File: config.mk
export PLATFORM = sky130hd
export DESIGN_NAME = pshd_fifo
export DESIGN_NICKNAME = d
export VERILOG_FILES = /design/src/rtl/core/pshd_pkg.sv /design/src/rtl/core/pshd_fifo.sv
export SDC_FILE = /design/constraint.sdc
export NUM_CORES = 1
export LEC_CHECK = 0
export ABC_CLOCK_PERIOD_IN_PS = 4810
export BUFFER_PORTS_ARGS = -buffer_cell sky130_fd_sc_hd__buf_2
export CORE_MARGIN = 2
export CORE_UTILIZATION = 30
export CTS_CLUSTER_SIZE = 25
export DETAILED_ROUTE_END_ITERATION = 16
export GPL_TIMING_DRIVEN = 0
export SYNTH_ARGS = -nofsm -noshare
export SYNTH_HDL_FRONTEND = slang
export SYNTH_SLANG_ARGS = --single-unit
File: constraint.sdc
create_clock -name clk -period 4.81 [get_ports clk]
set_input_delay 0.7215 -clock clk [delete_from_list [all_inputs] [get_ports clk]]
set_output_delay 0.7215 -clock clk [all_outputs]
set_load 0.02 [all_outputs]
File: src/rtl/core/pshd_pkg.sv
package pshd_pkg;

    localparam int ONE_Q14       = 16384;
    localparam int SPEC_EXPONENT = 32;
    localparam int EXP_BITS      = 9;
    localparam logic [EXP_BITS-1:0] SPEC_EXP_VEC = EXP_BITS'(SPEC_EXPONENT);

    localparam int POS_W  = 24;
    localparam int VEC_W  = 16;
    localparam int DIFF_W = POS_W + 1;
    localparam int SQ_W   = 52;
    localparam int LEN_W  = SQ_W / 2;
    localparam int Q_W    = 15;
    localparam int UNIT_W = 15;

    localparam int AMB_MUL   = 205;
    localparam int AMB_SHIFT = 11;

    localparam int FIFO_DEPTH = 4;
    localparam int FIFO_PTR_W = $clog2(FIFO_DEPTH);
    localparam int FIFO_CNT_W = $clog2(FIFO_DEPTH + 1);

    localparam int NUM_STAGES = 2 + LEN_W + Q_W + 6 + EXP_BITS + 2;

    localparam int ADDR_W = 5;

    typedef enum logic [2:0] {
        REG_POS_X = 3'd0,
        REG_POS_Y = 3'd1,
        REG_POS_Z = 3'd2,
        REG_RED   = 3'd3,
        REG_GREEN = 3'd4,
        REG_BLUE  = 3'd5,
        REG_ALPHA = 3'd6
    } reg_idx_t;

    localparam logic [POS_W-1:0] RST_POS_X = 24'd0;
    localparam logic [POS_W-1:0] RST_POS_Y = 24'd1280;
    localparam logic [POS_W-1:0] RST_POS_Z = 24'hFFF600;
    localparam logic [7:0]       RST_COLOR = 8'd255;

    typedef struct packed {
        logic [POS_W-1:0] pos_x;
        logic [POS_W-1:0] pos_y;
        logic [POS_W-1:0] pos_z;
        logic [7:0]       red;
        logic [7:0]       green;
        logic [7:0]       blue;
        logic [7:0]       alpha;
    } light_t;

    typedef struct packed {
        logic [2:0][VEC_W-1:0]  n;
        logic [2:0][VEC_W-1:0]  v;
        logic [2:0][DIFF_W-1:0] d;
    } frag_item_t;

endpackage

File: src/rtl/core/pshd_fifo.sv
module pshd_fifo (
    input  logic                 clk,
    input  logic                 rst_n,
    input  logic                 push_valid,
    output logic                 push_ready,
    input  pshd_pkg::frag_item_t push_item,
    output logic                 pop_valid,
    input  logic                 pop,
    output pshd_pkg::frag_item_t pop_item
);

    pshd_pkg::frag_item_t mem [pshd_pkg::FIFO_DEPTH];
    logic [pshd_pkg::FIFO_PTR_W-1:0] wr_ptr_reg;
    logic [pshd_pkg::FIFO_PTR_W-1:0] rd_ptr_reg;
    logic [pshd_pkg::FIFO_CNT_W-1:0] cnt_reg;
    logic do_push;
    logic do_pop;

    assign push_ready = (cnt_reg != pshd_pkg::FIFO_CNT_W'(pshd_pkg::FIFO_DEPTH));
    assign pop_valid  = (cnt_reg != '0);
    assign pop_item   = mem[rd_ptr_reg];
    assign do_push    = push_valid && push_ready;
    assign do_pop     = pop && pop_valid;

    always_ff @(posedge clk)
    begin
        if (do_push)
        begin
            mem[wr_ptr_reg] <= push_item;
        end
    end

    always_ff @(posedge clk or negedge rst_n)
    begin
        if (!rst_n)
        begin
            wr_ptr_reg <= '0;
            rd_ptr_reg <= '0;
            cnt_reg    <= '0;
        end
        else
        begin
            if (do_push)
            begin
                wr_ptr_reg <= wr_ptr_reg + 1'b1;
            end
            if (do_pop)
            begin
                rd_ptr_reg <= rd_ptr_reg + 1'b1;
            end
            if (do_push && !do_pop)
            begin
                cnt_reg <= cnt_reg + 1'b1;
            end
            else if (do_pop && !do_push)
            begin
                cnt_reg <= cnt_reg - 1'b1;
            end
        end
    end

endmodule

=== Word level (Yosys, flattened, before mapping) ===
Memory sizes are Yosys's and may differ from the RTL's.
Index checks and enable logic that the tools add are counted.
W data, S select, Z words.

* Mux-type cells: 4
* Reductions and logical operators: 8
* Equality and inequality tests: 1
* Add/subtract/negate cells: 4

{| class="wikitable"
|+ Operator list
! operator !! count
|-
| $mux W3 || 2
|-
| $add A2 B1 Y2 const B || 2
|-
| $logic_and A1 B1 Y1 || 4
|-
| $add A3 B1 Y3 const B || 1
|-
| $ne A3 B3 Y1 const B || 1
|-
| $reduce_bool A3 Y1 || 1
|-
| $sub A3 B1 Y3 const B || 1
|-
| $logic_not A1 Y1 || 2
|-
| $mux W1 || 2
|-
| $reduce_bool A2 Y1 || 1
|}

* Flip-flop bits (word level): 7
* Input bits: 175
* Output and inout bits: 173
* Memory bits (writable): 684
* Memories kept: 1

{| class="wikitable"
|+ Memory list
! name !! words !! width !! read ports !! clocked after Yosys merged registers in !! write ports !! line !! RTL
|-
| mem || 4 || 171 || 1 || 0 || 1 || pshd_fifo.sv:12 || <nowiki>pshd_pkg::frag_item_t mem [pshd_pkg::FIFO_DEPTH];</nowiki>
|}

=== Depth between registers and ports, before layout ===
* Depth in word-level cells: 6
* Gate-level depth with buffers: 8
* Depth with buffers taken out: 8

=== Worst setup path after synthesis ===
OpenSTA, ideal clock, no wires.

* Kind: input -> register
* Start point: input push_valid
* End point: memory mem[2][0] in the netlist's numbering, enable pin
* Setup slack: -0.675 ns
* Cell stages on the path: 2
* Library setup time: 0.552 ns
* Buffers on the path: 0
* Data arrival time: 4.933 ns
* Data required time: 4.258 ns
* Cell sequence: a21boi_2 -> and2_1

* Word-level cells in the longest chain between the ends: 3

{| class="wikitable"
|+ RTL lines
! element !! line !! RTL
|-
| from (decl) || pshd_fifo.sv:4 || <nowiki>input logic push_valid,</nowiki>
|-
| $logic_and A1 B1 Y1 || pshd_fifo.sv:22 || <nowiki>assign do_push = push_valid && push_ready;</nowiki>
|-
| $mux W1 || pshd_fifo.sv:27 || <nowiki>if (do_push)</nowiki>
|-
| $mux W1 (implied by the code) || pshd_fifo.sv:29 || <nowiki>mem[wr_ptr_reg] <= push_item;</nowiki>
|-
| to (decl) || pshd_fifo.sv:12 ||
|}

No other way between the ends.

==> run metrics <==
status=completed; Core Rows=106; mux share of post-synthesis cell area=around 15%; Layout Cells excl Fill=between 2000 and 3000; met2 GRT Util=about 20%; fin crit share=between 60% and 70%; Max-slew headroom=about three fifths; Crit. Startpoint=rd_ptr_reg[1]; Post-CTS Repair Setup Buffers=0; Hold Crit Class=in -> reg; commonest non-fill, non-tap cell in the layout=edfxtp_1; Setup crit start kind=register; met1 usage=14.6%; Final Worst Setup Slack=between 1.5 and 2 ns; final WL=around 52000 um; Critical Path RT=between 4 and 5 ns; clk root buf=clkbuf_16; static leakage=between 10 and 15 nW; top cell type's share of synthesized area=between 80% and 90%; global-route met3 utilization=slightly below 4%; DRT iter0 DRCs=approximately 700; Worst-Skew Late Latency=between 0.5 and 0.6 ns; maximum clock frequency=303 MHz; adder-cell share of the synthesized area=less than 1%; clock buffer depth=3; #FFs+latches synth=691; fin. max-slew vios=0; H-tree levels=3; commonest cells after routing, fill and taps aside=edfxtp_1 (684), buf_2 (366), mux4_2 (171), clkbuf_16 (78); GRT Residual Overflow=0; CTS sink cnt=approximately 690; min-delay src=push_item[36]; worst-margin pin slew=roughly 0.63 ns; Synth-to-Final Area Change=23.7%; # hold bufs at CTS=1; DRC violations left=0; main combinational cell family by area after synthesis=multiplexers; aggregate global-route resource usage=11.8%; iteration count of the initial detailed-routing pass=4; Port Buf Inserts=about 350; crit path DAT=approximately 2.6 ns; pwr/cell area=about 660 nW/um^2; # resized after CTS=0; Yosys cell types=18; post-place setup slack=around 1.9 ns; drt wl/cell=20.7 um; Vert. Die Dim=just under 300 um; via/cell ratio=about 4.5; fin util=between 30% and 40%; share of cells above drive strength 1=between 40 and 50%; Synth Area in Compound Gates=0.0449%; CTS tree=done; IO Pins=about 350; Post-Syn Area per Cell=27.0 um^2; max-cap viol count=0; biggest area consumer among synthesized cells=edfxtp_1; Core Area=83300 um^2; peak supply drop=roughly 0.34 mV; worst flop-to-flop path startpoint=cnt_reg[0]; Worst Skew=around 0.023 ns; max FFs per register=684; routability cong.=approximately 0.70; Critical Path Sink Type=output port; synthesized instance count=between 900 and 1000; Seq/Total Area, Yosys=between 80% and 90%; mapped cell area=roughly 25000 um^2; CP max FO=10; RSZ-0062 raised after global routing=no; vias in the first global route=around 12000; critical path class=reg -> out; XOR/XNOR share of the synthesized area=less than 1%; largest net degree at the start of global routing=54; CTS Buf Count=76; Final Hold Viols=0; clock-pin transition on the worst setup and hold timing paths=0.06 ns; Synthesis Warnings=0; DP Cell Count=~2400; Post-Synth Simple-Gate Area=less than 1%; vias after detailed routing=between 10000 and 15000; final antenna-violating net count=0; global-route wire length before repair=75900 um; initial core utilization=between 30 and 40%; Area contributors post-synth=edfxtp_1 (82%), mux4_2 (15%), buf_6 (0.76%); DIE WIDTH=roughly 290 um; die area=86000 um^2; Post-layout nets=approximately 1500; Setup-failing EPs final=0; syn nets=roughly 1100; crit path time final=around 3.3 ns; grt peak-use layer=met2; initial antenna violation count=10; hpwl dp=33400 um
==> synth_stat cells <==
| master | count |
|---|---|
| nand2_1 | 2 |
| xor2_1 | 2 |
| dfrtp_1 | 7 |
| buf_2 | 19 |
| ha_1 | 5 |
| xnor2_1 | 4 |
| buf_4 | 2 |
| inv_1 | 3 |
| or3_1 | 1 |
| buf_6 | 17 |
| nand3_1 | 1 |
| mux2_2 | 2 |
| and2_1 | 4 |
| a21boi_2 | 1 |
| mux4_2 | 171 |
| fa_1 | 1 |
| nor2_1 | 2 |
| edfxtp_1 | 684 |
==> stage by stage <==
stage / total power [W] / cell area (um^2) / hold WS [ns] / setup TNS (ns)
2_1_floorplan: 0.0127 / 25100 / 0.426 / 0
3_3_place_gp: 0.0150 / 28200 / 0.511 / -506.12
3_5_place_dp: 0.0150 / 28500 / 0.539 / 0
4_1_cts: 0.0209 / 31000 / 0.279 / 0
5_1_grt: 0.0214 / 31000 / 0.284 / 0
6_report: 0.0204 / 31000 / 0.337 / 0
==> worst max-delay path, stage by stage (launching register included) <==
cell,delay [ns]
dfrtp_1,0.32
buf_2,0.31
buf_2,0.39
buf_2,0.39
mux4_2,0.34
buf_2,0.22
==> cell families (layout without fill, tap and decap cells) <==
group | after synthesis | count (layout)
flops | 691 | 691
simple gates | 10 | 10
xor+xnor | 6 | 6
other cells | 0 | 4
compound gates | 1 | 1
fa+ha+maj | 6 | 6
mux | 173 | 173
buf+inv | 41 | 537
==> cell type report <==
type | instances | area (um^2)
Timing Repair Buffer | 360 | 2080
Multi-Input combinational cell | 196 | 4080
Tap cell | 1080 | 1350
Buffer | 38 | 302
Fill cell | 7570 | 52200
Antenna cell | 4 | 10.0
Clock buffer | 84 | 1970
Sequential cell | 691 | 20700
Clock inverter | 52 | 527
Inverter | 3 | 11.3
==> path summary, 6_finish.rpt <==
check	end	slack [ns]	cells after the start
worst max-delay path	pop_item[102]	1.51	5
worst min-delay path	mem[3][36]	0.34	1
worst max register to register	mem[2][51]	2.20	5
worst min register to register	cnt_reg[2]	0.55	1
max in group asynchronous	wr_ptr_reg[1]	4.05	2
min in group asynchronous	cnt_reg[2]	0.59	2
==> routing by layer <==
metal / wire length [um] / share of wire (%)
met5: 81 / 0.16
met4: 1050 / 2.0
met3: 4010 / 7.7
met2: 26200 / 51
met1: 20500 / 40
==> report_power, final <==
group / leakage (nW) / internal, W / switching (W)
sequential: 6.35 / 0.00794 / 0.000227
combinational: 2.90 / 0.00260 / 0.00394
clock: 1.23 / 0.00345 / 0.00229
Note: power is estimated with default switching activity, not from simulation.
