[src/rtl/core/pshd_pkg.sv]
package pshd_pkg;

    localparam int ONE_Q14       = 16384;
    localparam int SPEC_EXPONENT = 32;
    localparam int EXP_BITS      = 9;
    localparam logic [EXP_BITS-1:0] SPEC_EXP_VEC = EXP_BITS'(SPEC_EXPONENT);

    localparam int POS_W  = 24;
    localparam int VEC_W  = 16;
    localparam int DIFF_W = POS_W + 1;
    localparam int SQ_W   = 52;
    localparam int LEN_W  = SQ_W / 2;
    localparam int Q_W    = 15;
    localparam int UNIT_W = 15;

    localparam int AMB_MUL   = 205;
    localparam int AMB_SHIFT = 11;

    localparam int FIFO_DEPTH = 4;
    localparam int FIFO_PTR_W = $clog2(FIFO_DEPTH);
    localparam int FIFO_CNT_W = $clog2(FIFO_DEPTH + 1);

    localparam int NUM_STAGES = 2 + LEN_W + Q_W + 6 + EXP_BITS + 2;

    localparam int ADDR_W = 5;

    typedef enum logic [2:0] {
        REG_POS_X = 3'd0,
        REG_POS_Y = 3'd1,
        REG_POS_Z = 3'd2,
        REG_RED   = 3'd3,
        REG_GREEN = 3'd4,
        REG_BLUE  = 3'd5,
        REG_ALPHA = 3'd6
    } reg_idx_t;

    localparam logic [POS_W-1:0] RST_POS_X = 24'd0;
    localparam logic [POS_W-1:0] RST_POS_Y = 24'd1280;
    localparam logic [POS_W-1:0] RST_POS_Z = 24'hFFF600;
    localparam logic [7:0]       RST_COLOR = 8'd255;

    typedef struct packed {
        logic [POS_W-1:0] pos_x;
        logic [POS_W-1:0] pos_y;
        logic [POS_W-1:0] pos_z;
        logic [7:0]       red;
        logic [7:0]       green;
        logic [7:0]       blue;
        logic [7:0]       alpha;
    } light_t;

    typedef struct packed {
        logic [2:0][VEC_W-1:0]  n;
        logic [2:0][VEC_W-1:0]  v;
        logic [2:0][DIFF_W-1:0] d;
    } frag_item_t;

endpackage

[src/rtl/core/pshd_cfg.sv]
module pshd_cfg (
    input  logic                        clk,
    input  logic                        rst_n,
    input  logic                        psel,
    input  logic                        penable,
    input  logic                        pwrite,
    input  logic [pshd_pkg::ADDR_W-1:0] paddr,
    input  logic [31:0]                 pwdata,
    output logic [31:0]                 prdata,
    output logic                        pready,
    output pshd_pkg::light_t            light
);

    pshd_pkg::light_t light_reg;
    pshd_pkg::light_t light_next;
    pshd_pkg::reg_idx_t idx;
    logic wr_en;

    assign idx    = pshd_pkg::reg_idx_t'(paddr[pshd_pkg::ADDR_W-1:2]);
    assign wr_en  = psel && penable && pwrite;
    assign pready = 1'b1;
    assign light  = light_reg;

    always_comb
    begin
        light_next = light_reg;
        if (wr_en)
        begin
            unique case (idx)
                pshd_pkg::REG_POS_X: light_next.pos_x = pwdata[23:0];
                pshd_pkg::REG_POS_Y: light_next.pos_y = pwdata[23:0];
                pshd_pkg::REG_POS_Z: light_next.pos_z = pwdata[23:0];
                pshd_pkg::REG_RED:   light_next.red   = pwdata[7:0];
                pshd_pkg::REG_GREEN: light_next.green = pwdata[7:0];
                pshd_pkg::REG_BLUE:  light_next.blue  = pwdata[7:0];
                pshd_pkg::REG_ALPHA: light_next.alpha = pwdata[7:0];
                default:             light_next = light_reg;
            endcase
        end
    end

    always_comb
    begin
        unique case (idx)
            pshd_pkg::REG_POS_X: prdata = {8'd0, light_reg.pos_x};
            pshd_pkg::REG_POS_Y: prdata = {8'd0, light_reg.pos_y};
            pshd_pkg::REG_POS_Z: prdata = {8'd0, light_reg.pos_z};
            pshd_pkg::REG_RED:   prdata = {24'd0, light_reg.red};
            pshd_pkg::REG_GREEN: prdata = {24'd0, light_reg.green};
            pshd_pkg::REG_BLUE:  prdata = {24'd0, light_reg.blue};
            pshd_pkg::REG_ALPHA: prdata = {24'd0, light_reg.alpha};
            default:             prdata = 32'd0;
        endcase
    end

    always_ff @(posedge clk or negedge rst_n)
    begin
        if (!rst_n)
        begin
            light_reg.pos_x <= pshd_pkg::RST_POS_X;
            light_reg.pos_y <= pshd_pkg::RST_POS_Y;
            light_reg.pos_z <= pshd_pkg::RST_POS_Z;
            light_reg.red   <= pshd_pkg::RST_COLOR;
            light_reg.green <= pshd_pkg::RST_COLOR;
            light_reg.blue  <= pshd_pkg::RST_COLOR;
            light_reg.alpha <= pshd_pkg::RST_COLOR;
        end
        else
        begin
            light_reg <= light_next;
        end
    end

endmodule

[config.mk]
export PLATFORM = sky130hd
export DESIGN_NAME = pshd_cfg
export DESIGN_NICKNAME = d
export VERILOG_FILES = /design/src/rtl/core/pshd_pkg.sv /design/src/rtl/core/pshd_cfg.sv
export SDC_FILE = /design/constraint.sdc
export NUM_CORES = 1
export LEC_CHECK = 0
export ABC_AREA = 1
export BUFFER_PORTS_ARGS = -buffer_cell sky130_fd_sc_hd__buf_2
export CAP_MARGIN = 0
export CORE_UTILIZATION = 50
export DETAILED_ROUTE_END_ITERATION = 10
export PLACE_DENSITY_LB_ADDON = 0.3
export SLEW_MARGIN = 20
export SYNTH_ARGS = -nofsm -noshare
export SYNTH_HDL_FRONTEND = slang
export SYNTH_SLANG_ARGS = --single-unit
[constraint.sdc]
create_clock -name clk -period 2.99 [get_ports clk]
set_input_delay 0.299 -clock clk [delete_from_list [all_inputs] [get_ports clk]]
set_output_delay 0.299 -clock clk [all_outputs]
set_load 0.01 [all_outputs]
Word-level counts from Yosys, hierarchy flattened --
Index checks and enable logic that the tools add are counted.
Storage, ports and cells: flip-flop bits (word level) 104, input port bits 42, output and inout port bits 137, word-level logic and storage cells 24
Cells by class: eq/ne operators 6, mux-type cells 1, reduce and logical (&&, ||, !) cells 10
Operators by type and width (number):
- one-hot mux 24 bit (7 select lines) | 1
- AND reduction 2 bit | 7
- == test 3 bit, second input constant | 3
- == test 3 x 2 -> 1 bit, second input constant | 2
- == test 3 x 1 -> 1 bit, second input constant | 1
- zero test 3 bit | 1
- logical AND 1 bit | 2

Longest topological paths before layout --
Gate-level depths: netlist of run 1.
depth after elaboration 3, gate-level depth with buffers 7, depth with buffers taken out 5

Worst setup path after synthesis of run 1 --
No wires, ideal clock.
path kind input-to-output, start in paddr[4] (netlist name), end out prdata[0], arrival 1164 ps, setup slack 1527 ps, stages on the path 7, cells stage by stage inv_1 > buf_2 > clkbuf_1 > nand4_1 > nand2_1 > nor2_1 > nand2_1
Between the ends: cells in the longest elaborated chain, start to end 2, elaborated cells between the ends (all ways) 8
RTL lines:
- start: declaration | RTL line pshd_cfg.sv:7 | input logic [pshd_pkg::ADDR_W-1:0] paddr,
- == test 3 bit (tied with other cells) | RTL line pshd_cfg.sv:44 | unique case (idx)
- one-hot mux 24 bit (7 select lines) * | RTL line pshd_cfg.sv:44
- end: declaration | RTL line pshd_cfg.sv:9 | output logic [31:0] prdata,
Mark *: on every way between the ends. The rest lies on a longest branch, timed or not.

Worst setup path in the final report of run 1 --
start in paddr[4] (netlist name), end out prdata[2]
Same word-level chain as after synthesis.

==> results of run 1 <==
==> layout make-up <==
class	instances	area, sq um	share of cell area, %
Timing Repair Buffer	172	910.9	14.70
Inverter	28	105.1	1.696
Tap cell	133	166.4	2.685
Sequential cell	104	2663	42.96
Clock inverter	7	62.56	1.009
Clock buffer	9	123.9	1.998
Multi-Input combinational cell	467	2167	34.96
==> cells in the mapped netlist, types with 2 or more instances <==
cell type	instances	area, sq um
nor2_4	5	56.30
o211ai_1	16	120.1
nand3_1	17	85.08
nor2_1	25	93.84
o21ai_1	9	45.04
buf_2	13	65.06
nand3_2	2	20.02
nor2_2	2	12.51
dfrtp_1	56	1401
buf_4	17	127.6
nand2_1	249	934.7
inv_1	27	101.4
clkbuf_1	17	63.81
dfstp_2	48	1261
conb_1	2	7.510
nand3_4	3	52.55
nand4_1	32	200.2
o21ai_0	95	475.5
==> per-stage QoR <==
step           cells  cell area (sq um)
3_3_place_gp     903               6002
5_1_grt          920               6198
6_report         920               6198
2_1_floorplan    647               5190
3_5_place_dp     903               6002
4_1_cts          920               6198
==> power breakdown <==
| part | leakage (nW) | internal, mW | switching, mW |
|---|---|---|---|
| combinational | 1.94 | 0.376 | 0.625 |
| sequential | 1.19 | 1.77 | 0.215 |
| clock | 0.0863 | 0.321 | 0.534 |
==> routing by layer <==
layer | GRT usage, % | share of wire, % | up-vias
met5 | 0 | 0 | -
met4 | 10.14 | 1.8 | 0
met3 | 4.342 | 8.9 | 21
met2 | 48.32 | 49 | 270
met1 | 39.12 | 41 | 2416
li1 | - | - | 2367
==> path summary, 6_finish.rpt <==
check	from	to	cells past startpoint	slack [ps]
worst min-delay path	pwdata[12]	light[44]	3	140
worst min register to register	light[25]	light[25]	2	490
max in group asynchronous	rst_n	light[0]	3	1750
min in group asynchronous	rst_n	light[63]	2	470
worst max register to register	light[9]	light[9]	2	2160
worst max-delay path	paddr[4]	prdata[2]	7	730
==> cells by family after synthesis <==
group	after synthesis	synth area share (%)
AO/OA/AOI/OAI	120	12.41
buffers and inverters	76	7.075
flip-flops	104	51.56
other	2	0.1454
AND/OR/NAND/NOR	338	28.81
==> worst min-delay path, stage by stage <==
cell	delay [ps]
buf_2	110
nand2_1	60
nand2_1	60
==> results.txt, run 1 <==
final hold viol count: 0
Post-Syn Instances: 640
setup slack at placement: 511.1 ps
WP buf/inv: 3
Leak Pwr: 3.219 nW
Starting Density: 52.11%
initial antenna violation count: 0
YS warnings: 0
min-delay worst type: input port to flop
GR Util All Layers: 29.17%
# DRC: 0
Slew headroom: 49.30%
# nets final: 824
Cell variety after synth: 23
cts bufs inserted: 9
clock root buffer: clkbuf_8
Final Max Slew Viols: 0
Area Overhead vs Synth: 20.04%
Via Count: 5074
run status: complete, no violations
Die H: 103.6 microns
period utilization: 75.63%
PD cells: 620.2 mW/mm^2
Pwr Total: 3.845 mW
CP top delay family: simple AND/OR/NAND/NOR gates
final setup TNS: 0 ps
Synth Register Bits: 104
ANT cells: 0
row count: 36
setup ws final: 728.6 ps
core area: 0.009910 sq mm
Worst EP arrival: 1960 ps
commonest non-fill, non-tap cells in the layout: nand2_1 (249), buf_2 (158), o21ai_0 (95)
# resized after CTS: 0
First-pass DRT Iterations: 5
Async SR Flop Fraction: 100.0%
Worst Path Max Fanout: 19
CTS tree: built
CP Class: input port to output port
Worst-path clk slew: 120 ps
total clock sinks: 104
die width: 103.6 microns
Final HPWL DP: 10.50 mm
H-Tree Depth: 3
CP cell instances: buf_2 -> inv_1 -> nand3_2 -> nor2_1 -> nor2_1 -> nand2_1 -> buf_2
Die Area: 0.01074 sq mm
crit path time final: 2261 ps
clk_lat worst skew: 360 ps
hold buffers post-CTS: 1
count of final setup violators: 0
GPL Wtd Cong: 0.8923
count of flip-flops with a built-in enable after synthesis: 0
Tightest Pin Transition: 758.8 ps
Worst Skew: 0 ps
RSZ-0062 raised after global routing: false
total of max-cap violations: 0
first-pass GRT wire length: 24.75 mm
commonest non-fill, non-tap cell in the layout: nand2_1
Crit path largest cell delay: 530 ps
maximum clock path buffer count: 2
Final Util: 62.55%
CP Capture Type: output port
vias in the first global route: 4671
post-CTS setup buffer count: 0
ys flop type: dfrtp_1
largest net degree at the start of global routing: 60
Crit-path slowest cell: nand3_2
WP data required: 2690 ps
share of post-route cells with drive strength above 1: 32.02%
critical path launch point type: input port
max FFs per register: 104
Highest Clock Rate: 442.2 MHz
worst hold slack: 140.2 ps
Routed WL per cell: 16.70 microns
DRT iter0 DRCs: 367
global route total overflow: 0
Via density: 5.515
Mapped Avg Cell Area: 8.068 sq um
Detailed Route WL: 15.37 mm
io pins: 179
Worst VDD drop: 0.3036 mV
fillers: 924
I/O Buffers: 159
sequential-to-total area share from yosys stat: 51.56%
Mapped Area: 0.005164 sq mm
Antenna Nets Post-Route: 0
No activity file was read; power rests on OpenSTA's default activity.
==> run 2: changes to the inputs <==
--- a/config.mk
+++ b/config.mk
@@ -8,7 +8,7 @@
 export ABC_AREA = 1
 export BUFFER_PORTS_ARGS = -buffer_cell sky130_fd_sc_hd__buf_2
 export CAP_MARGIN = 0
-export CORE_UTILIZATION = 50
+export CORE_UTILIZATION = 46
 export DETAILED_ROUTE_END_ITERATION = 10
 export PLACE_DENSITY_LB_ADDON = 0.3
 export SLEW_MARGIN = 20
==> constraint.sdc (replaced) <==
create_clock -name clk -period 1.86 [get_ports clk]
set_input_delay 0.186 -clock clk [delete_from_list [all_inputs] [get_ports clk]]
set_output_delay 0.186 -clock clk [all_outputs]
set_load 0.01 [all_outputs]
==> run 2 against run 1 <==
  * Non-clock buffer count grew 8
  * Sequential share of layout area down 0.61 points
  * Utilization decreased by 4.8 points
  * Sequential power is 61% higher
  * Cell count increased by 1.6%
  * Worst setup slack got worse by 560 ps
  * Routed wire length down 2.5%
  * Count of clock-buffer cells in the layout up 1
  * Critical path type unchanged
==> results.txt, run 2 (synthesis gave the netlist of run 1 again) <==
largest net degree at the start of global routing: 105 (was 60)
Worst VDD drop: 0.5655 mV (was 0.3036 mV)
final hold viol count: 0 (unchanged)
Tightest Pin Transition: 795.0 ps (was 758.8 ps)
worst reg2reg setup slack: 990 ps (was 2160 ps)
Die Area: 0.01165 sq mm (was 0.01074 sq mm)
# nets final: 832 (was 824)
run status: complete, no violations (unchanged)
Crit-path slowest cell: buf_2 (was nand3_2)
commonest non-fill, non-tap cell in the layout: nand2_1 (unchanged)
DP Area: 0.006071 sq mm (was 0.006002 sq mm)
Starting Density: 47.43% (was 52.11%)
maximum clock path buffer count: 2 (unchanged)
Worst Skew: 0 ps (unchanged)
max FFs per register: 104 (unchanged)
Register Area: 0.002663 sq mm (unchanged)
I/O Buffers: 159 (unchanged)
H-Tree Depth: 3 (unchanged)
WP buf/inv: 4 (was 3)
Area Overhead vs Synth: 21.76% (was 20.04%)
Reg-to-Reg End: light[9] (unchanged)
CP Class: input port to output port (unchanged)
min-delay worst type: input port to flop (unchanged)
First-pass DRT Iterations: 5 (unchanged)
commonest non-fill, non-tap cells in the layout: nand2_1 (249), buf_2 (158), o21ai_0 (95) (unchanged)
Final Util: 57.75% (was 62.55%)
RSZ-0062 raised after global routing: false (unchanged)
Crit path top cell by count: buf_2
area of the multi-input gates: 0.002167 sq mm (unchanged)
first-pass GRT wire length: 24.14 mm (was 24.75 mm)
die width: 108.0 microns (was 103.6 microns)
clock root buffer: clkbuf_8 (unchanged)
total clock sinks: 104 (unchanged)
PD cells: 994.7 mW/mm^2 (was 620.2 mW/mm^2)
Worst EP arrival: 1500 ps (was 1960 ps)
Die H: 108.0 microns (was 103.6 microns)
DRT iter0 DRCs: 312 (was 367)
Via Count: 5018 (was 5074)
Final HPWL DP: 10.39 mm (was 10.50 mm)
CP Capture Type: output port (unchanged)
GR Util All Layers: 27.07% (was 29.17%)
hold worst-path end: light[66] (was light[44])
Hold Path Depth: 3 (unchanged)
row count: 38 (was 36)
ANT cells: 0 (unchanged)
Routed WL per cell: 16.02 microns (was 16.70 microns)
Slew headroom: 46.88% (was 49.30%)
FF-to-FF path depth: 2 (unchanged)
core area: 0.01089 sq mm (was 0.009910 sq mm)
global route total overflow: 0 (unchanged)
Critical Path Source: paddr[2] (was paddr[4])
share of post-route cells with drive strength above 1: 32.70% (was 32.02%)
Worst Path Max Fanout: 19 (unchanged)
period utilization: 90.79%
Highest Clock Rate: 592.2 MHz
critical path launch point type: input port (unchanged)
Crit path largest cell delay: 300 ps (was 530 ps)
crit path time final: 1689 ps
Worst-path clk slew: 110 ps (was 120 ps)
count of final setup violators: 0 (unchanged)
WP data required: 1670 ps (was 2690 ps)
vias in the first global route: 4620 (was 4671)
clk_lat worst skew: 360 ps (about the same)
post-route cell area: 0.006287 sq mm (was 0.006198 sq mm)
Detailed Route WL: 14.98 mm (was 15.37 mm)
cts bufs inserted: 9 (unchanged)
final setup TNS: 0 ps (unchanged)
CP top delay family: buffers and inverters (was simple AND/OR/NAND/NOR gates)
io pins: 179 (unchanged)
GPL Wtd Cong: 0.9066 (was 0.8923)
Leak Pwr: 3.271 nW (was 3.219 nW)
Via density: 5.367 (was 5.515)
CP cell instances: buf_2 -> inv_2 -> nor3_2 -> buf_4 -> nand2_1 -> o211ai_1 -> buf_2 (was buf_2 -> inv_1 -> nand3_2 -> nor2_1 -> nor2_1 -> nand2_1 -> buf_2)
# DRC: 0 (unchanged)
Antenna Nets Post-Route: 0 (unchanged)
Final Max Slew Viols: 0 (unchanged)
post-CTS setup buffer count: 0 (unchanged)
CTS tree: built (unchanged)
fillers: 1040 (was 924)
initial antenna violation count: 0 (unchanged)
total of max-cap violations: 0 (unchanged)
Reg2Reg Launch Point: light[9] (unchanged)
Hold Crit Start: pwdata[10] (was pwdata[12])
[run 2: cell count changes in the layout (fill, tap and decap cells not counted)]
cell | before | now
buf_4 | 12 | 20
clkinv_4 | 0 | 3
inv_8 | 2 | 0
bufinv_16 | 0 | 1
clkbuf_8 | 9 | 10
inv_6 | 2 | 0
clkinvlp_4 | 3 | 1
clkinv_2 | 0 | 1
[run 2: final cells by class]
class                           count  area share, %
Tap cell                          140          2.786
Clock inverter                      6          1.095
Multi-Input combinational cell    467          34.47
Sequential cell                   104          42.35
Timing Repair Buffer              180          15.44
Inverter                           28          1.672
Clock buffer                       10          2.189
[run 2: power breakdown]
part / internal, mW / leakage, nW / switching, mW
combinational: 0.614 / 1.98 / 0.987
clock: 0.664 / 0.102 / 0.786
sequential: 2.85 / 1.19 / 0.351
[run 2: repair_timing]
action,4_1_cts,5_1_grt
hold buffers,1,0
endpoints found under the hold margin,56,0
gates resized for setup,0,0
[run 2: worst max-delay path by stage]
stage                  to  slack, ps  depth (start not counted)
6_report       prdata[17]        170                          7
5_1_grt        prdata[17]         70                          7
4_1_cts        prdata[17]        190                          7
3_5_place_dp    light[65]        160                          4
3_3_place_gp   prdata[15]        230                          7
2_1_floorplan   prdata[0]        620                          7
[run 2: metrics by stage]
| step | setup slack, ps | instances | hold slack [ps] | total power [mW] |
|---|---|---|---|---|
| finish | 171.4 | 935 | 26.87 | 6.254 |
| global placement | 229.0 | 918 | 297.4 | 4.791 |
| detailed placement | 157.1 | 918 | 302.6 | 4.840 |
| CTS | 186.2 | 935 | 5.853 | 6.307 |
| global route | 65.39 | 935 | 4.326 | 6.647 |
| floorplan | 622.8 | 647 | -109.6 | 3.993 |
[run 2: worst register-to-register path, cell delays in order, from the launching register on]
cell and delay [ps]:
dfstp_2 540, inv_1 50, o21ai_0 200
[run 2: layer usage]
layer  global-route usage (%)  part of all wire [%]  vias up  routed length [microns]
li1                         -                     -     2378                        -
met4                    10.57                   2.5        0                      373
met2                    40.76                    44      224                     6617
met1                    38.58                    45     2394                     6702
met5                        0                     0        -                        0
met3                    5.124                   8.6       22                     1282
