### src/rtl/core/pshd_pkg.sv
package pshd_pkg;

    localparam int ONE_Q14       = 16384;
    localparam int SPEC_EXPONENT = 32;
    localparam int EXP_BITS      = 9;
    localparam logic [EXP_BITS-1:0] SPEC_EXP_VEC = EXP_BITS'(SPEC_EXPONENT);

    localparam int POS_W  = 24;
    localparam int VEC_W  = 16;
    localparam int DIFF_W = POS_W + 1;
    localparam int SQ_W   = 52;
    localparam int LEN_W  = SQ_W / 2;
    localparam int Q_W    = 15;
    localparam int UNIT_W = 15;

    localparam int AMB_MUL   = 205;
    localparam int AMB_SHIFT = 11;

    localparam int FIFO_DEPTH = 4;
    localparam int FIFO_PTR_W = $clog2(FIFO_DEPTH);
    localparam int FIFO_CNT_W = $clog2(FIFO_DEPTH + 1);

    localparam int NUM_STAGES = 2 + LEN_W + Q_W + 6 + EXP_BITS + 2;

    localparam int ADDR_W = 5;

    typedef enum logic [2:0] {
        REG_POS_X = 3'd0,
        REG_POS_Y = 3'd1,
        REG_POS_Z = 3'd2,
        REG_RED   = 3'd3,
        REG_GREEN = 3'd4,
        REG_BLUE  = 3'd5,
        REG_ALPHA = 3'd6
    } reg_idx_t;

    localparam logic [POS_W-1:0] RST_POS_X = 24'd0;
    localparam logic [POS_W-1:0] RST_POS_Y = 24'd1280;
    localparam logic [POS_W-1:0] RST_POS_Z = 24'hFFF600;
    localparam logic [7:0]       RST_COLOR = 8'd255;

    typedef struct packed {
        logic [POS_W-1:0] pos_x;
        logic [POS_W-1:0] pos_y;
        logic [POS_W-1:0] pos_z;
        logic [7:0]       red;
        logic [7:0]       green;
        logic [7:0]       blue;
        logic [7:0]       alpha;
    } light_t;

    typedef struct packed {
        logic [2:0][VEC_W-1:0]  n;
        logic [2:0][VEC_W-1:0]  v;
        logic [2:0][DIFF_W-1:0] d;
    } frag_item_t;

endpackage

### src/rtl/core/pshd_frag_if.sv
interface pshd_frag_if;
    logic               valid;
    logic               ready;
    logic signed [15:0] normal_x;
    logic signed [15:0] normal_y;
    logic signed [15:0] normal_z;
    logic signed [15:0] view_x;
    logic signed [15:0] view_y;
    logic signed [15:0] view_z;
    logic signed [23:0] frag_x;
    logic signed [23:0] frag_y;
    logic signed [23:0] frag_z;

    modport source (
        output valid, normal_x, normal_y, normal_z, view_x, view_y, view_z,
               frag_x, frag_y, frag_z,
        input  ready
    );
    modport sink (
        input  valid, normal_x, normal_y, normal_z, view_x, view_y, view_z,
               frag_x, frag_y, frag_z,
        output ready
    );
endinterface

### src/rtl/core/pshd_front.sv
module pshd_front (
    input  logic                 clk,
    input  logic                 rst_n,
    input  pshd_pkg::light_t     light,
    pshd_frag_if.sink            frag,
    output logic                 item_valid,
    output pshd_pkg::frag_item_t item,
    input  logic                 item_ready
);

    logic                 valid_reg;
    pshd_pkg::frag_item_t item_reg;
    pshd_pkg::frag_item_t item_next;

    assign frag.ready = !valid_reg || item_ready;
    assign item_valid = valid_reg;
    assign item       = item_reg;

    always_comb
    begin
        item_next.n[0] = frag.normal_x;
        item_next.n[1] = frag.normal_y;
        item_next.n[2] = frag.normal_z;
        item_next.v[0] = frag.view_x;
        item_next.v[1] = frag.view_y;
        item_next.v[2] = frag.view_z;
        item_next.d[0] = pshd_pkg::DIFF_W'($signed(light.pos_x))
                       - pshd_pkg::DIFF_W'(frag.frag_x);
        item_next.d[1] = pshd_pkg::DIFF_W'($signed(light.pos_y))
                       - pshd_pkg::DIFF_W'(frag.frag_y);
        item_next.d[2] = pshd_pkg::DIFF_W'($signed(light.pos_z))
                       - pshd_pkg::DIFF_W'(frag.frag_z);
    end

    always_ff @(posedge clk or negedge rst_n)
    begin
        if (!rst_n)
        begin
            valid_reg <= 1'b0;
        end
        else if (frag.ready)
        begin
            valid_reg <= frag.valid;
        end
    end

    always_ff @(posedge clk)
    begin
        if (frag.valid && frag.ready)
        begin
            item_reg <= item_next;
        end
    end

endmodule

### src/flat_wrapper.sv
// flat-port wrapper written by rule: the top's interface ports become plain ports
module pshd_front_flat 
  (clk, rst_n, light, item_valid, item, item_ready, frag_valid, frag_normal_x, frag_normal_y, frag_normal_z, frag_view_x, frag_view_y, frag_view_z, frag_frag_x, frag_frag_y, frag_frag_z, frag_ready);
  pshd_frag_if frag_i ();
  input  logic clk;
  input  logic rst_n;
  input  pshd_pkg::light_t light;
  output logic item_valid;
  output pshd_pkg::frag_item_t item;
  input  logic item_ready;
  input wire logic [$bits(frag_i.valid)-1:0] frag_valid;
  input wire logic [$bits(frag_i.normal_x)-1:0] frag_normal_x;
  input wire logic [$bits(frag_i.normal_y)-1:0] frag_normal_y;
  input wire logic [$bits(frag_i.normal_z)-1:0] frag_normal_z;
  input wire logic [$bits(frag_i.view_x)-1:0] frag_view_x;
  input wire logic [$bits(frag_i.view_y)-1:0] frag_view_y;
  input wire logic [$bits(frag_i.view_z)-1:0] frag_view_z;
  input wire logic [$bits(frag_i.frag_x)-1:0] frag_frag_x;
  input wire logic [$bits(frag_i.frag_y)-1:0] frag_frag_y;
  input wire logic [$bits(frag_i.frag_z)-1:0] frag_frag_z;
  output wire logic [$bits(frag_i.ready)-1:0] frag_ready;
  assign frag_i.valid = frag_valid;
  assign frag_i.normal_x = frag_normal_x;
  assign frag_i.normal_y = frag_normal_y;
  assign frag_i.normal_z = frag_normal_z;
  assign frag_i.view_x = frag_view_x;
  assign frag_i.view_y = frag_view_y;
  assign frag_i.view_z = frag_view_z;
  assign frag_i.frag_x = frag_frag_x;
  assign frag_i.frag_y = frag_frag_y;
  assign frag_i.frag_z = frag_frag_z;
  assign frag_ready = frag_i.ready;
  pshd_front u_core (.clk(clk), .rst_n(rst_n), .light(light), .frag(frag_i), .item_valid(item_valid), .item(item), .item_ready(item_ready));
endmodule
### config.mk
export PLATFORM = sky130hd
export DESIGN_NAME = pshd_front_flat
export DESIGN_NICKNAME = d
export VERILOG_FILES = /design/src/rtl/core/pshd_pkg.sv /design/src/rtl/core/pshd_frag_if.sv /design/src/rtl/core/pshd_front.sv /design/src/flat_wrapper.sv
export SDC_FILE = /design/constraint.sdc
export NUM_CORES = 1
export LEC_CHECK = 0
export BUFFER_PORTS_ARGS = -buffer_cell sky130_fd_sc_hd__buf_2
export CORE_AREA = 2 2 177 179
export DETAILED_ROUTE_END_ITERATION = 16
export DIE_AREA = 0 0 179 181
export HOLD_SLACK_MARGIN = 0.12
export PLACE_DENSITY = 0.55
export SYNTH_ARGS = -nofsm -noshare
export SYNTH_HDL_FRONTEND = slang
export SYNTH_SLANG_ARGS = --single-unit
### constraint.sdc
create_clock -name clk -period 12.8 [get_ports clk]
set_clock_uncertainty 0.1 [all_clocks]
set_input_delay 1.92 -clock clk [delete_from_list [all_inputs] [get_ports clk]]
set_output_delay 1.92 -clock clk [all_outputs]
set_load 0.01 [all_outputs]
# After elaboration in Yosys (flattened, before gate mapping)
# Index checks and enable logic that the tools add are counted.
totals:
  regBits: 172
  input_bits: 276
  output_inout_bits: 173
  word_cells: 16
classes:
  n_addsub: 3
  reduce_logical: 3
ops:
  columns: ["op", "n"]
  rows:
  - ["24-bit by 24-bit subtractor with 25-bit output", 3]
  - ["1-bit logical AND", 1]
  - ["1-bit zero test", 1]
  - ["1-bit logical OR", 1]

# Longest topological paths before layout
# Gate-level depths: netlist (run 1).
logic_depth:
  ltp_word: 3
  depth_mapped: 10
  ltp_nobuf: 10

# Least setup slack after synthesis (run 1)
# No wires, ideal clock.
synth_timing:
  path_kind: "input-to-reg"
  start: "input item_ready"
  end: "register u_core.item_reg (netlist bit u_core.item[0]), enable pin"
  setup_ns: 0.552
  arrival_ns: 6.047
  required_time_ns: 12.148
  setup_slack_ns: 6.100
  cell_stages: 2
  n_path_buf: 0
  cell_sequence: "nand2b_1 -> and2_1"
synth_via:
  elab_chain_cells: 2
synth_rtl:
  columns: ["element", "line_no", "source"]
  rows:
  - ["start, declared", "flat_wrapper.sv:10", "input logic item_ready;"]
  - ["1-bit logical OR", "pshd_front.sv:15", "assign frag.ready = !valid_reg || item_ready;"]
  - ["1-bit logical AND", "pshd_front.sv:49", "if (frag.valid && frag.ready)"]
  - ["end signal, assigned", "pshd_front.sv:51", "item_reg <= item_next;"]
  - ["end, declared", "pshd_front.sv:12", "pshd_pkg::frag_item_t item_reg;"]
# Every way passes these cells.
# A chain may end at the register's enable or synchronous reset.

# Final worst setup path (run 1)
layout_timing:
  start: "input item_ready"
  end: "output frag_ready"
layout_via:
  elab_chain_cells: 1
layout_rtl:
  columns: ["element", "line_no", "source"]
  rows:
  - ["1-bit logical OR", "pshd_front.sv:15", null]
  - ["end, declared", "flat_wrapper.sv:21", "output wire logic [$bits(frag_i.ready)-1:0] frag_ready;"]
# Every way passes these cells.

==> results of run 1 <==
==> power by group through the flow <==
stage / clock (W) / combinational [W] / sequential, W
floorplan: 0 / 0.000167 / 0.000735
global placement: 0 / 0.000317 / 0.000704
detailed placement: 0 / 0.000319 / 0.000705
CTS: 0.000500 / 0.000321 / 0.000693
global route: 0.000520 / 0.000352 / 0.000697
finish: 0.000483 / 0.000317 / 0.000693
==> worst reg2reg max path, cell delays in order (launching register included) <==
cell	delay (ns)
dfrtp_1	0.37
nand2b_1	0.11
and2_4	0.52
buf_4	0.84
==> area by class of cell <==
cell class              instances  area share, %
well taps                     396           4.11
diodes                          1         0.0208
repair buffers                418           17.4
clock buffers                  19           3.59
clock inverters                13          0.768
multi-input cells             456           28.3
inverters                      95           2.96
flip-flops and latches        172           42.8
==> worst max-delay path by stage <==
stage,slack (ns),end,startpoint,cells after the start
after global placement,8.22,u_core.item[47],frag_frag_y[0],10
after detailed placement,8.20,u_core.item[67],frag_frag_z[2],10
after CTS,8.46,frag_ready,item_ready,3
after floorplan,6.10,u_core.item[0],item_ready,2
final,8.46,frag_ready,item_ready,3
after global routing,8.44,frag_ready,item_ready,3
==> cell usage after synthesis (4+ instances only) <==
master    count
nor2_1       38
o21bai_1      7
a31oi_1      11
nor3_1        8
ha_1         72
xor2_1       16
o21ai_0      19
o21ai_1      14
nand3_1       7
nor2b_1       9
a21oi_1      54
and3_1        7
edfxtp_1    171
clkbuf_1      4
inv_1        95
nand2b_1      9
nand2_1      37
o211ai_1      5
xnor2_1      41
a21o_1       29
nand4_1      11
o21a_1       10
==> placed cells by master (no fill, tap or decap), types with 3 or more instances in the layout <==
cell type / count
inv_1: 95
nand3_1: 7
and3_1: 7
xnor2_1: 41
clkinvlp_4: 3
o211ai_1: 5
inv_6: 3
edfxtp_1: 171
nor2b_1: 9
nor3_1: 8
o31a_1: 3
o21bai_1: 7
a21o_1: 29
clkinv_4: 3
a31oi_1: 11
buf_2: 416
o21a_1: 10
ha_1: 72
xor2_1: 16
clkbuf_16: 17
nor2_1: 38
a211oi_1: 3
nand2b_1: 9
o21ai_0: 19
fa_1: 3
o21ai_1: 14
nand2_1: 37
a21oi_1: 54
nand4_1: 11
==> cell families (layout without fill, tap and decap cells) <==
| logic type | after synthesis | after routing |
|---|---|---|
| AOI/OAI and AO/OA | 187 | 187 |
| DFF | 172 | 172 |
| and+or+nand+nor | 135 | 135 |
| buffers and inverters | 100 | 545 |
| adders and majority gates | 75 | 75 |
| xor gates and xnor gates | 57 | 57 |
| muxes | 2 | 2 |
| other | 0 | 1 |
==> through the flow <==
stage	setup slack (ns)	instance area (µm²)	total power [W]	std cells
2_1_floorplan	6.10	8950	0.000902	728
3_3_place_gp	8.22	11500	0.00102	1537
3_5_place_dp	8.20	11500	0.00102	1537
4_1_cts	8.46	12000	0.00151	1569
5_1_grt	8.44	12000	0.00157	1570
6_report	8.46	12000	0.00149	1570
==> per-layer routing <==
metal	track usage [%]	vias up	wire, µm
met5	0	-	41
met4	5.24	6	325
met3	5.11	23	2170
met2	26.2	250	12600
met1	17.6	3251	10400
li1	-	3526	-
==> metrics.md, run 1 <==
| Metric | Value |
|---|---|
| Run status | completed |
| Postcts setup bufs | 0 |
| Number of port buffers | 416 |
| Bufs and invs on worst path | 2 |
| Endpoints failing setup | 0 |
| Largest net degree at the start of global routing | just over 70 |
| Routability-driven placement congestion ratio | 0.821 |
| Final max-slew violation count | 0 |
| Sw Ratio | 28.4% |
| Core ar. | 30300 µm² |
| Die area | 32400 µm² |
| CP Max Fanout | 3 |
| Crit start category | input pin |
| R2R Setup Slk | approximately 10 ns |
| Fin crit share | 33.9% |
| Die width | 179 µm |
| Sw power | 0.000424 W |
| Clock latency on the worst-skew pair | 0.43 ns |
| Overall Global Routing Usage | 15.2% |
| CTS tree | done |
| Share of cells above drive strength 1 | slightly below 40% |
| Final Core Density | 39.7% |
| Die height | 181 µm |
| Crit path capture type | primary output |
| Period minus WS final | 4.34 ns |
| H-Tree Level Count | 4 |
| Min Hold Slack | 0.431 ns |
| Combinational Power Share | a little over a fifth |
| Hold Vio Cnt, Final | 0 |
| FF+latch area | 5160 µm² |
| Synthesized area | 8950 µm² |
| Final ANT Viol Nets | 0 |
| Mean Syn Cell Area | 12.3 µm² |
| Hold path depth | 2 |
| Number of global-route vias before repair | 6991 |
| Worst r2r src | u_core.item_valid |
| Min-Delay Path Class | flop to flop |
| Cts hold-fix bufs | 0 |
| Worst-path clk slew | 0.07 ns |
| Crit Path Category | input pin to primary output |
| Critical-path cell list | buf_2 -> nand2b_1 -> buf_2 |
| FILL cells | between 3000 and 4000 |
| Worst VDD drop | 0.0707 mV |
| Seq pwr share | ~46% |
| Fmax | 0.231 GHz |
| Ys flop type | edfxtp_1 |
| P&R area growth vs syn | 34.7% |
| Max-Cap Viols | 0 |
| Net Count, Synth | around 1100 |
| Largest family of logic cells by synthesized area | compound AO/OA/AOI/OAI gates |
| Yosys warns | 0 |
| Ports | between 400 and 500 |
| Hold endpoint | u_core.item_valid |
| Post-synthesis compound-gate area fraction | ~14% |
| Slowest cell delay on critical path | 0.16 ns |
| Number of CTS-inserted buffers | 17 |
| Largest register FFs | around 170 |
| Clock buffer depth | 2 |
| # rows | 64 |
| Seq cells post-synth | 172 |
| Reg-to-Reg End | u_core.item[29] |
| Min-Delay Startpoint | u_core.item_valid |
| First-pass GRT wire length | 37.8 mm |
| Required @ worst endpoint | 10.78 ns |
| RSZ-0062 raised after global routing | no |
| Starting Density | 29.5% |
| Clk pwr share | between 30% and 40% |
| Nets | roughly 1500 |
| Cell count of the worst reg-to-reg path | 3 |
| Cells after Synth | 728 |
| Initial antenna violation count | 5 |
| Critical Path AT | between 2 and 2.5 ns |
| WL/cell | 16.2 µm |
| XOR/XNOR share of the synthesized area | 5.58% |
| CTS Root Cell | clkbuf_16 |
| Vias/cell | about 4.5 |
| Setup_tns | 0 ns |
| Drt first pass iters | 5 |
| Power density cells | 124 nW/µm² |
| Synth async-reset ratio | less than 1% |
| Post-synthesis sequential area ratio | between 50% and 60% |
| Top cell type by total area after synthesis | edfxtp_1 |
| Top-area cell type share of the netlist area | 57.4% |
| Slew HR | 32.2% |
| Post-synthesis mux area share | less than 1% |
| Multi-input combinational cell area | roughly 3400 µm² |
| DR iter-0 viols | 307 |
| Yosys cell types | 61 |
| Post-Synth Adder-Cell Area | 10.7% |
| P_leak | 5.61 nW |
| Crit path max-delay family | buffers and inverters |
| CTS Sinks | 172 |
| Gates resized, CTS repair | 0 |
| Internal Power | 0.00107 W |
| Remaining Overflow, GRT | 0 |
| Slowest cell on the critical path | nand2b_1 |
| Synth top area cells | edfxtp_1 (57%), ha_1 (10%), xnor2_1 (4.0%) |
| CP dominant cell by count | buf_2 |
| Via count | 7056 |
| Hpwl dp | 20.5 mm |
| # DRC | 0 |
| Count of flip-flops with a built-in enable after synthesis | 171 |
| Worst-Margin Slew | roughly 1.0 ns |
| Final wirelength | 25.4 mm |
| Synth Area in Simple Gates | under 10% |
No activity file was read; power rests on OpenSTA's default activity.
==> run 2, diff against run 1 <==
--- a/config.mk
+++ b/config.mk
@@ -6,11 +6,11 @@
 export NUM_CORES = 1
 export LEC_CHECK = 0
 export BUFFER_PORTS_ARGS = -buffer_cell sky130_fd_sc_hd__buf_2
-export CORE_AREA = 2 2 177 179
+export CORE_AREA = 2 2 173 175
 export DETAILED_ROUTE_END_ITERATION = 16
-export DIE_AREA = 0 0 179 181
+export DIE_AREA = 0 0 175 177
 export HOLD_SLACK_MARGIN = 0.12
-export PLACE_DENSITY = 0.55
+export PLACE_DENSITY = 0.59
 export SYNTH_ARGS = -nofsm -noshare
 export SYNTH_HDL_FRONTEND = slang
 export SYNTH_SLANG_ARGS = --single-unit
==> constraint.sdc (replaced) <==
create_clock -name clk -period 3.9 [get_ports clk]
set_clock_uncertainty 0.1 [all_clocks]
set_input_delay 0.585 -clock clk [delete_from_list [all_inputs] [get_ports clk]]
set_output_delay 0.585 -clock clk [all_outputs]
set_load 0.01 [all_outputs]
==> run 2 against run 1 <==
  * Utilization is 1.8 points higher
  * Wire length decreased by 0.38%
  * Largest power group unchanged
  * Sequential share of layout area shrank 0.34 points
  * Clock-buffer cell count down 2
  * Non-clock buffer count grew 4
  * Clock power increased to 3.5 times the previous value
  * Cell count down 0.13%
  * Hold slack got worse by 0.21 ns
  * Highest routed layer unchanged
==> metrics.md, run 2 (synthesized netlist as in run 1, its figures left out) <==
| Metric | Value |
|---|---|
| Number of global-route vias before repair | 7015 |
| Via count | 7214 |
| Dpl ws | 0.592 ns |
| # DRC | 0 |
| Worst r2r src | u_core.item_valid |
| Max-Cap Viols | 0 |
| Reg-to-Reg End | u_core.item[95] |
| Gates resized, CTS repair | 0 |
| Setup_tns | 0 ns |
| Postcts setup bufs | 0 |
| RSZ-0062 raised after global routing | no |
| Cell count of the worst reg-to-reg path | 3 |
| Critical-path cell list | buf_2 -> ha_1 -> fa_1 -> nor2b_1 -> o31a_1 -> o2111ai_2 -> o311ai_2 -> a31o_1 -> a31oi_1 -> xnor2_1 |
| Cts hold-fix bufs | 1 |
| Routability-driven placement congestion ratio | around 0.84 |
| Slowest cell delay on critical path | about 0.48 ns |
| Nets | 1515 |
| # rows | 63 |
| Critical Path AT | 2.99 ns |
| DR iter-0 viols | 352 |
| Final max-slew violation count | 0 |
| Clock buffer depth | 2 |
| R2R Setup Slk | 1.88 ns |
| Slowest cell on the critical path | o311ai_2 |
| Cell Area, Placed | roughly 12000 µm² |
| Worst-path clk slew | roughly 0.080 ns |
| H-Tree Level Count | 4 |
| Period minus WS final | 2.90 ns |
| Crit Path Category | input pin to flop |
| Die width | 175 µm |
| Final Core Density | 41.5% |
| Overall Global Routing Usage | 15.8% |
| Remaining Overflow, GRT | 0 |
| Worst VDD drop | 0.213 mV |
| Min-Delay Path Class | input pin to flop |
| Initial antenna violation count | 3 |
| Hold endpoint | u_core.item[157] |
| Hold Vio Cnt, Final | 0 |
| Final wirelength | 25.3 mm |
| Layout Cells excl Fill | about 1600 |
| First-pass GRT wire length | around 38 mm |
| Number of port buffers | 416 |
| CTS Root Cell | clkbuf_16 |
| Run status | completed |
| Clock latency on the worst-skew pair | 0.44 ns |
| P_leak | 5.66 nW |
| Vias/cell | 4.60 |
| Largest register FFs | between 150 and 200 |
| Power density cells | 413 nW/µm² |
| Starting Density | between 30% and 40% |
| Core ar. | roughly 29000 µm² |
| Required @ worst endpoint | 3.99 ns |
| Crit path capture type | flop |
| Fin crit share | 74.4% |
| Ports | about 450 |
| Hpwl dp | 20.4 mm |
| Final ANT Viol Nets | 0 |
| Crit start category | input pin |
| Die area | roughly 31000 µm² |
| Commonest cells after routing, fill and taps aside | buf_2 (416), edfxtp_1 (171), inv_1 (95) |
| Worst-Margin Slew | 0.731 ns |
| Hold path depth | 1 |
| Slew HR | 51.3% |
| CTS tree | done |
| Largest net degree at the start of global routing | 51 |
| Share of cells above drive strength 1 | 39.6% |
| CTS Sinks | 172 |
| CP Max Fanout | 4 |
| Drt first pass iters | 5 |
| P&R area growth vs syn | 35.8% |
| Crit path max-delay family | compound AO/OA/AOI/OAI gates |
| Most common cell after layout, fill and taps aside | buf_2 |
| Endpoints failing setup | 0 |
| Number of CTS-inserted buffers | 17 |
| Fmax | roughly 0.34 GHz |
| Number of cells after detailed placement | 1534 |
| Crit path setup slack, layout | 0.999 ns |
| Min-Delay Startpoint | frag_normal_z[2] |
| Fin area | 12100 µm² |
| Die height | ~180 µm |
| Bufs and invs on worst path | 1 |
| WL/cell | 16.2 µm |
[run 2: changes by cell type in the layout (fill, tap and decap cells not counted)]
cell,delta
inv_8,+3
buf_12,+2
clkbuf_1,-2
clkinv_1,-2
clkinv_8,+2
inv_6,+2
buf_4,+1
clkinv_2,-1
clkinv_4,-1
clkinvlp_4,-1
dlygate4sd3_1,+1
[run 2: how the worst max path moves through the flow]
stage	start	slack (ns)	cells after the start	endpoint
floorplan	item_ready	0.46	2	u_core.item[0]
CTS	frag_frag_y[0]	1.03	10	u_core.item[47]
finish	frag_frag_y[0]	1.0	10	u_core.item[47]
detailed placement	frag_frag_y[0]	0.59	10	u_core.item[47]
global route	frag_frag_y[0]	0.87	10	u_core.item[47]
global placement	frag_frag_y[0]	0.64	10	u_core.item[47]
[run 2: final cells by class]
type                            count  area (µm²)
Tap cell                          390         488
Clock buffer                       17         425
Antenna cell                        1        2.50
Clock inverter                     15         148
Multi-Input combinational cell    456        3410
Inverter                           95         357
Timing Repair Buffer              422        2150
Fill cell                        2846       17100
Sequential cell                   172        5160
[run 2: routing by layer]
metal / track usage [%] / vias to the layer above / part of all wire [%]
met5: 0 / - / 0.091
met4: 5.00 / 4 / 1.8
met3: 3.87 / 30 / 6.4
met2: 27.1 / 269 / 49
met1: 19.5 / 3366 / 42
li1: - / 3545 / -
[run 2: per-stage QoR]
step | hold slack (ns) | power [W]
floorplan | 0.189 | 0.00295
global placement | 0.274 | 0.00335
detailed placement | 0.276 | 0.00336
CTS | 0.197 | 0.00508
global route | 0.191 | 0.00526
finish | 0.219 | 0.00501
[run 2: power by group]
group          switching (W)  internal, W
Combinational       0.000590     0.000460
Sequential         0.0000334      0.00224
Clock               0.000842     0.000851
Total                0.00147      0.00355
==> run 3, diff against run 2 <==
--- a/config.mk
+++ b/config.mk
@@ -5,12 +5,13 @@
 export SDC_FILE = /design/constraint.sdc
 export NUM_CORES = 1
 export LEC_CHECK = 0
+export ABC_AREA = 1
 export BUFFER_PORTS_ARGS = -buffer_cell sky130_fd_sc_hd__buf_2
-export CORE_AREA = 2 2 173 175
+export CORE_AREA = 2 2 174 176
 export DETAILED_ROUTE_END_ITERATION = 16
-export DIE_AREA = 0 0 175 177
+export DIE_AREA = 0 0 176 178
 export HOLD_SLACK_MARGIN = 0.12
-export PLACE_DENSITY = 0.59
+export PLACE_DENSITY = 0.66
 export SYNTH_ARGS = -nofsm -noshare
 export SYNTH_HDL_FRONTEND = slang
 export SYNTH_SLANG_ARGS = --single-unit
==> constraint.sdc (replaced) <==
create_clock -name clk -period 2.53 [get_ports clk]
set_clock_uncertainty 0.1 [all_clocks]
set_input_delay 0.3795 -clock clk [delete_from_list [all_inputs] [get_ports clk]]
set_output_delay 0.3795 -clock clk [all_outputs]
set_load 0.01 [all_outputs]
==> run 3 against run 2 <==
  * Critical path depth unchanged
  * Worst setup slack worse by 0.25 ns
  * First-iteration DRC count grew 63%
  * Critical endpoint is now u_core.item[20]
  * Largest power group unchanged
==> metrics.md, run 3 <==
| Metric | Value |
|---|---|
| Vias/cell | 4.45 |
| Largest net degree at the start of global routing | 42 |
| Routability-driven placement congestion ratio | 0.948 |
| Power density cells | 549 nW/µm² |
| H-Tree Level Count | 4 |
| Seq cells post-synth | 172 |
| Count leader, synth | nand2_1 |
| CP dominant cell by count | nand2_1 |
| Die height | about 180 µm |
| Worst-Margin Slew | 0.445 ns |
| Cell Area, Placed | 13600 µm² |
| Worst VDD drop | 0.331 mV |
| RSZ-0062 raised after global routing | no |
| Min-Delay Path Class | input pin to asynchronous set/reset pin |
| Yosys warns | 0 |
| Run status | completed |
| Share of cells above drive strength 1 | 24.9% |
| Nets | 2282 |
| Starting Density | a little under two fifths |
| Number of CTS-inserted buffers | 17 |
| Ys flop type | edfxtp_1 |
| Number of port buffers | between 400 and 500 |
| Top post-synthesis cells by count | nand2_1 (521), inv_1 (345), edfxtp_1 (171), nor2_1 (75), ha_1 (72) |
| Clock latency on the worst-skew pair | between 0.4 and 0.5 ns |
| Endpoints failing setup | 0 |
| Gates resized, CTS repair | 0 |
| Via count | 10400 |
| Critical Path AT | 1.88 ns |
| Ports | 449 |
| Slowest cell delay on critical path | 0.40 ns |
| Crit start category | input pin |
| Postcts setup bufs | 0 |
| Drt first pass iters | 5 |
| Required @ worst endpoint | 2.63 ns |
| Largest register FFs | 171 |
| Min Hold Slack | 0.160 ns |
| Final max-slew violation count | 0 |
| CTS Sinks | 172 |
| Cells after Synth | 1393 |
| FILL cells | 2806 |
| Top cell type by total area after synthesis | edfxtp_1 |
| Slowest cell on the critical path | fa_1 |
| Top-area cell type share of the netlist area | 47.0% |
| P&R area growth vs syn | 39.6% |
| Critical-path cell list | buf_2 -> ha_1 -> fa_1 -> inv_1 -> nand2_1 -> nand2_1 -> and2_1 -> nand3b_1 -> nand4_1 -> nand2_1 |
| Synthesized area | approximately 11000 µm² |
| Mean Syn Cell Area | between 7 and 8 µm² |
| Most common cell after layout, fill and taps aside | nand2_1 |
| Clock buffer depth | 2 |
| Die area | 31300 µm² |
| Remaining Overflow, GRT | 0 |
| Fin area | 15200 µm² |
| Hold Vio Cnt, Final | 0 |
| Post-synthesis sequential area ratio | 47.2% |
| Synth async-reset ratio | 0.581% |
| Overall Global Routing Usage | 21.0% |
| Count of flip-flops with a built-in enable after synthesis | 171 |
| Period minus WS final | 1.78 ns |
| CTS Root Cell | clkbuf_16 |
| CTS tree | done |
| Yosys cell types | 21 |
| Final ANT Viol Nets | 0 |
| DR iter-0 viols | 572 |
| Max-Cap Viols | 0 |
| Core ar. | 29400 µm² |
| Crit path capture type | flop |
| Slew HR | 70.3% |
| Fin crit share | 70.5% |
| Initial antenna violation count | 4 |
| Fmax | 0.561 GHz |
| Final wirelength | between 30 and 40 mm |
| Commonest cells after routing, fill and taps aside | nand2_1 (521), buf_2 (416), inv_1 (344) |
| Crit path setup slack, layout | 0.746 ns |
| First-pass GRT wire length | 50.4 mm |
| Number of global-route vias before repair | 9843 |
| Worst-path clk slew | roughly 0.08 ns |
| Hpwl dp | 27.6 mm |
| # rows | 63 |
| Die width | between 150 and 200 µm |
| Net Count, Synth | 1744 |
| Final Core Density | between 50% and 60% |
| WL/cell | ~14 µm |
| P_leak | approximately 8.3 nW |
| # DRC | 0 |
| Synth top area cells | edfxtp_1 (47%), nand2_1 (18%), inv_1 (12%) |
| Crit Path Category | input pin to flop |
| Final total power | 0.00838 W |
| CP Max Fanout | 3 |
| Dpl ws | 0.305 ns |
[run 3: logic make-up after synthesis]
| family | count (synthesis) | synth area share [%] |
|---|---|---|
| and+or+nand+nor | 725 | 27.3 |
| xor gates and xnor gates | 38 | 3.05 |
| DFF | 172 | 47.2 |
| adders and majority gates | 75 | 8.80 |
| AOI/OAI and AO/OA | 38 | 1.74 |
| buffers and inverters | 345 | 11.9 |
[run 3: power by group]
part / switching, W / leakage [nW] / internal [W]
clock network: 0.00141 / 0.307 / 0.00139
logic: 0.00126 / 6.31 / 0.000831
registers: 0.0000565 / 1.64 / 0.00344
[run 3: cell type report]
type / count / area, µm² / share of cell area, %
clock inverter: 15 / 221 / 1.45
inverter: 345 / 1310 / 8.57
timing repair buffer: 519 / 3160 / 20.7
sequential: 172 / 5160 / 33.8
clock buffer: 17 / 425 / 2.79
antenna: 2 / 5.00 / 0.0328
multi-input combinational: 876 / 4480 / 29.4
tap: 390 / 488 / 3.20
[run 3: through the flow]
stage / cells / TNS [ns]
3_5_place_dp: 2204 / 0
6_report: 2336 / 0
5_1_grt: 2336 / 0
3_3_place_gp: 2204 / 0
4_1_cts: 2334 / 0
2_1_floorplan: 1393 / -222.01
[run 3: worst max-delay path, delay by kind of cell]
kind	cells	cell delay, ns
and+or+nand+nor	6	0.64
adders and majority gates	2	0.62
buffers and inverters	2	0.23
[run 3: what timing repair did]
action                                 in CTS  in global routing
setup endpoints to repair                   0                  0
hold buffers                               98                  0
endpoints found under the hold margin      98                  0
[run 3: layer usage]
metal / vias to the layer above / track usage (%) / share of wire, %
met5: - / 0 / 0.083
met4: 4 / 9.44 / 3.8
met3: 56 / 4.24 / 5.9
met2: 319 / 37.4 / 49
met1: 4666 / 24.5 / 41
li1: 5358 / - / -
[run 3: path summary, 6_finish.rpt]
| check | slack, ns | cells after the start | from | to |
|---|---|---|---|---|
| max | 0.75 | 10 | frag_frag_x[0] | u_core.item[20] |
| min | 0.16 | 2 | rst_n | u_core.item_valid |
| max reg2reg | 0.95 | 2 | u_core.item_valid | u_core.item[18] |
| min reg2reg | 0.49 | 2 | u_core.item_valid | u_core.item_valid |
| max in group asynchronous | 2.09 | 2 | rst_n | u_core.item_valid |
| min in group clk | 0.18 | 4 | item_ready | u_core.item_valid |
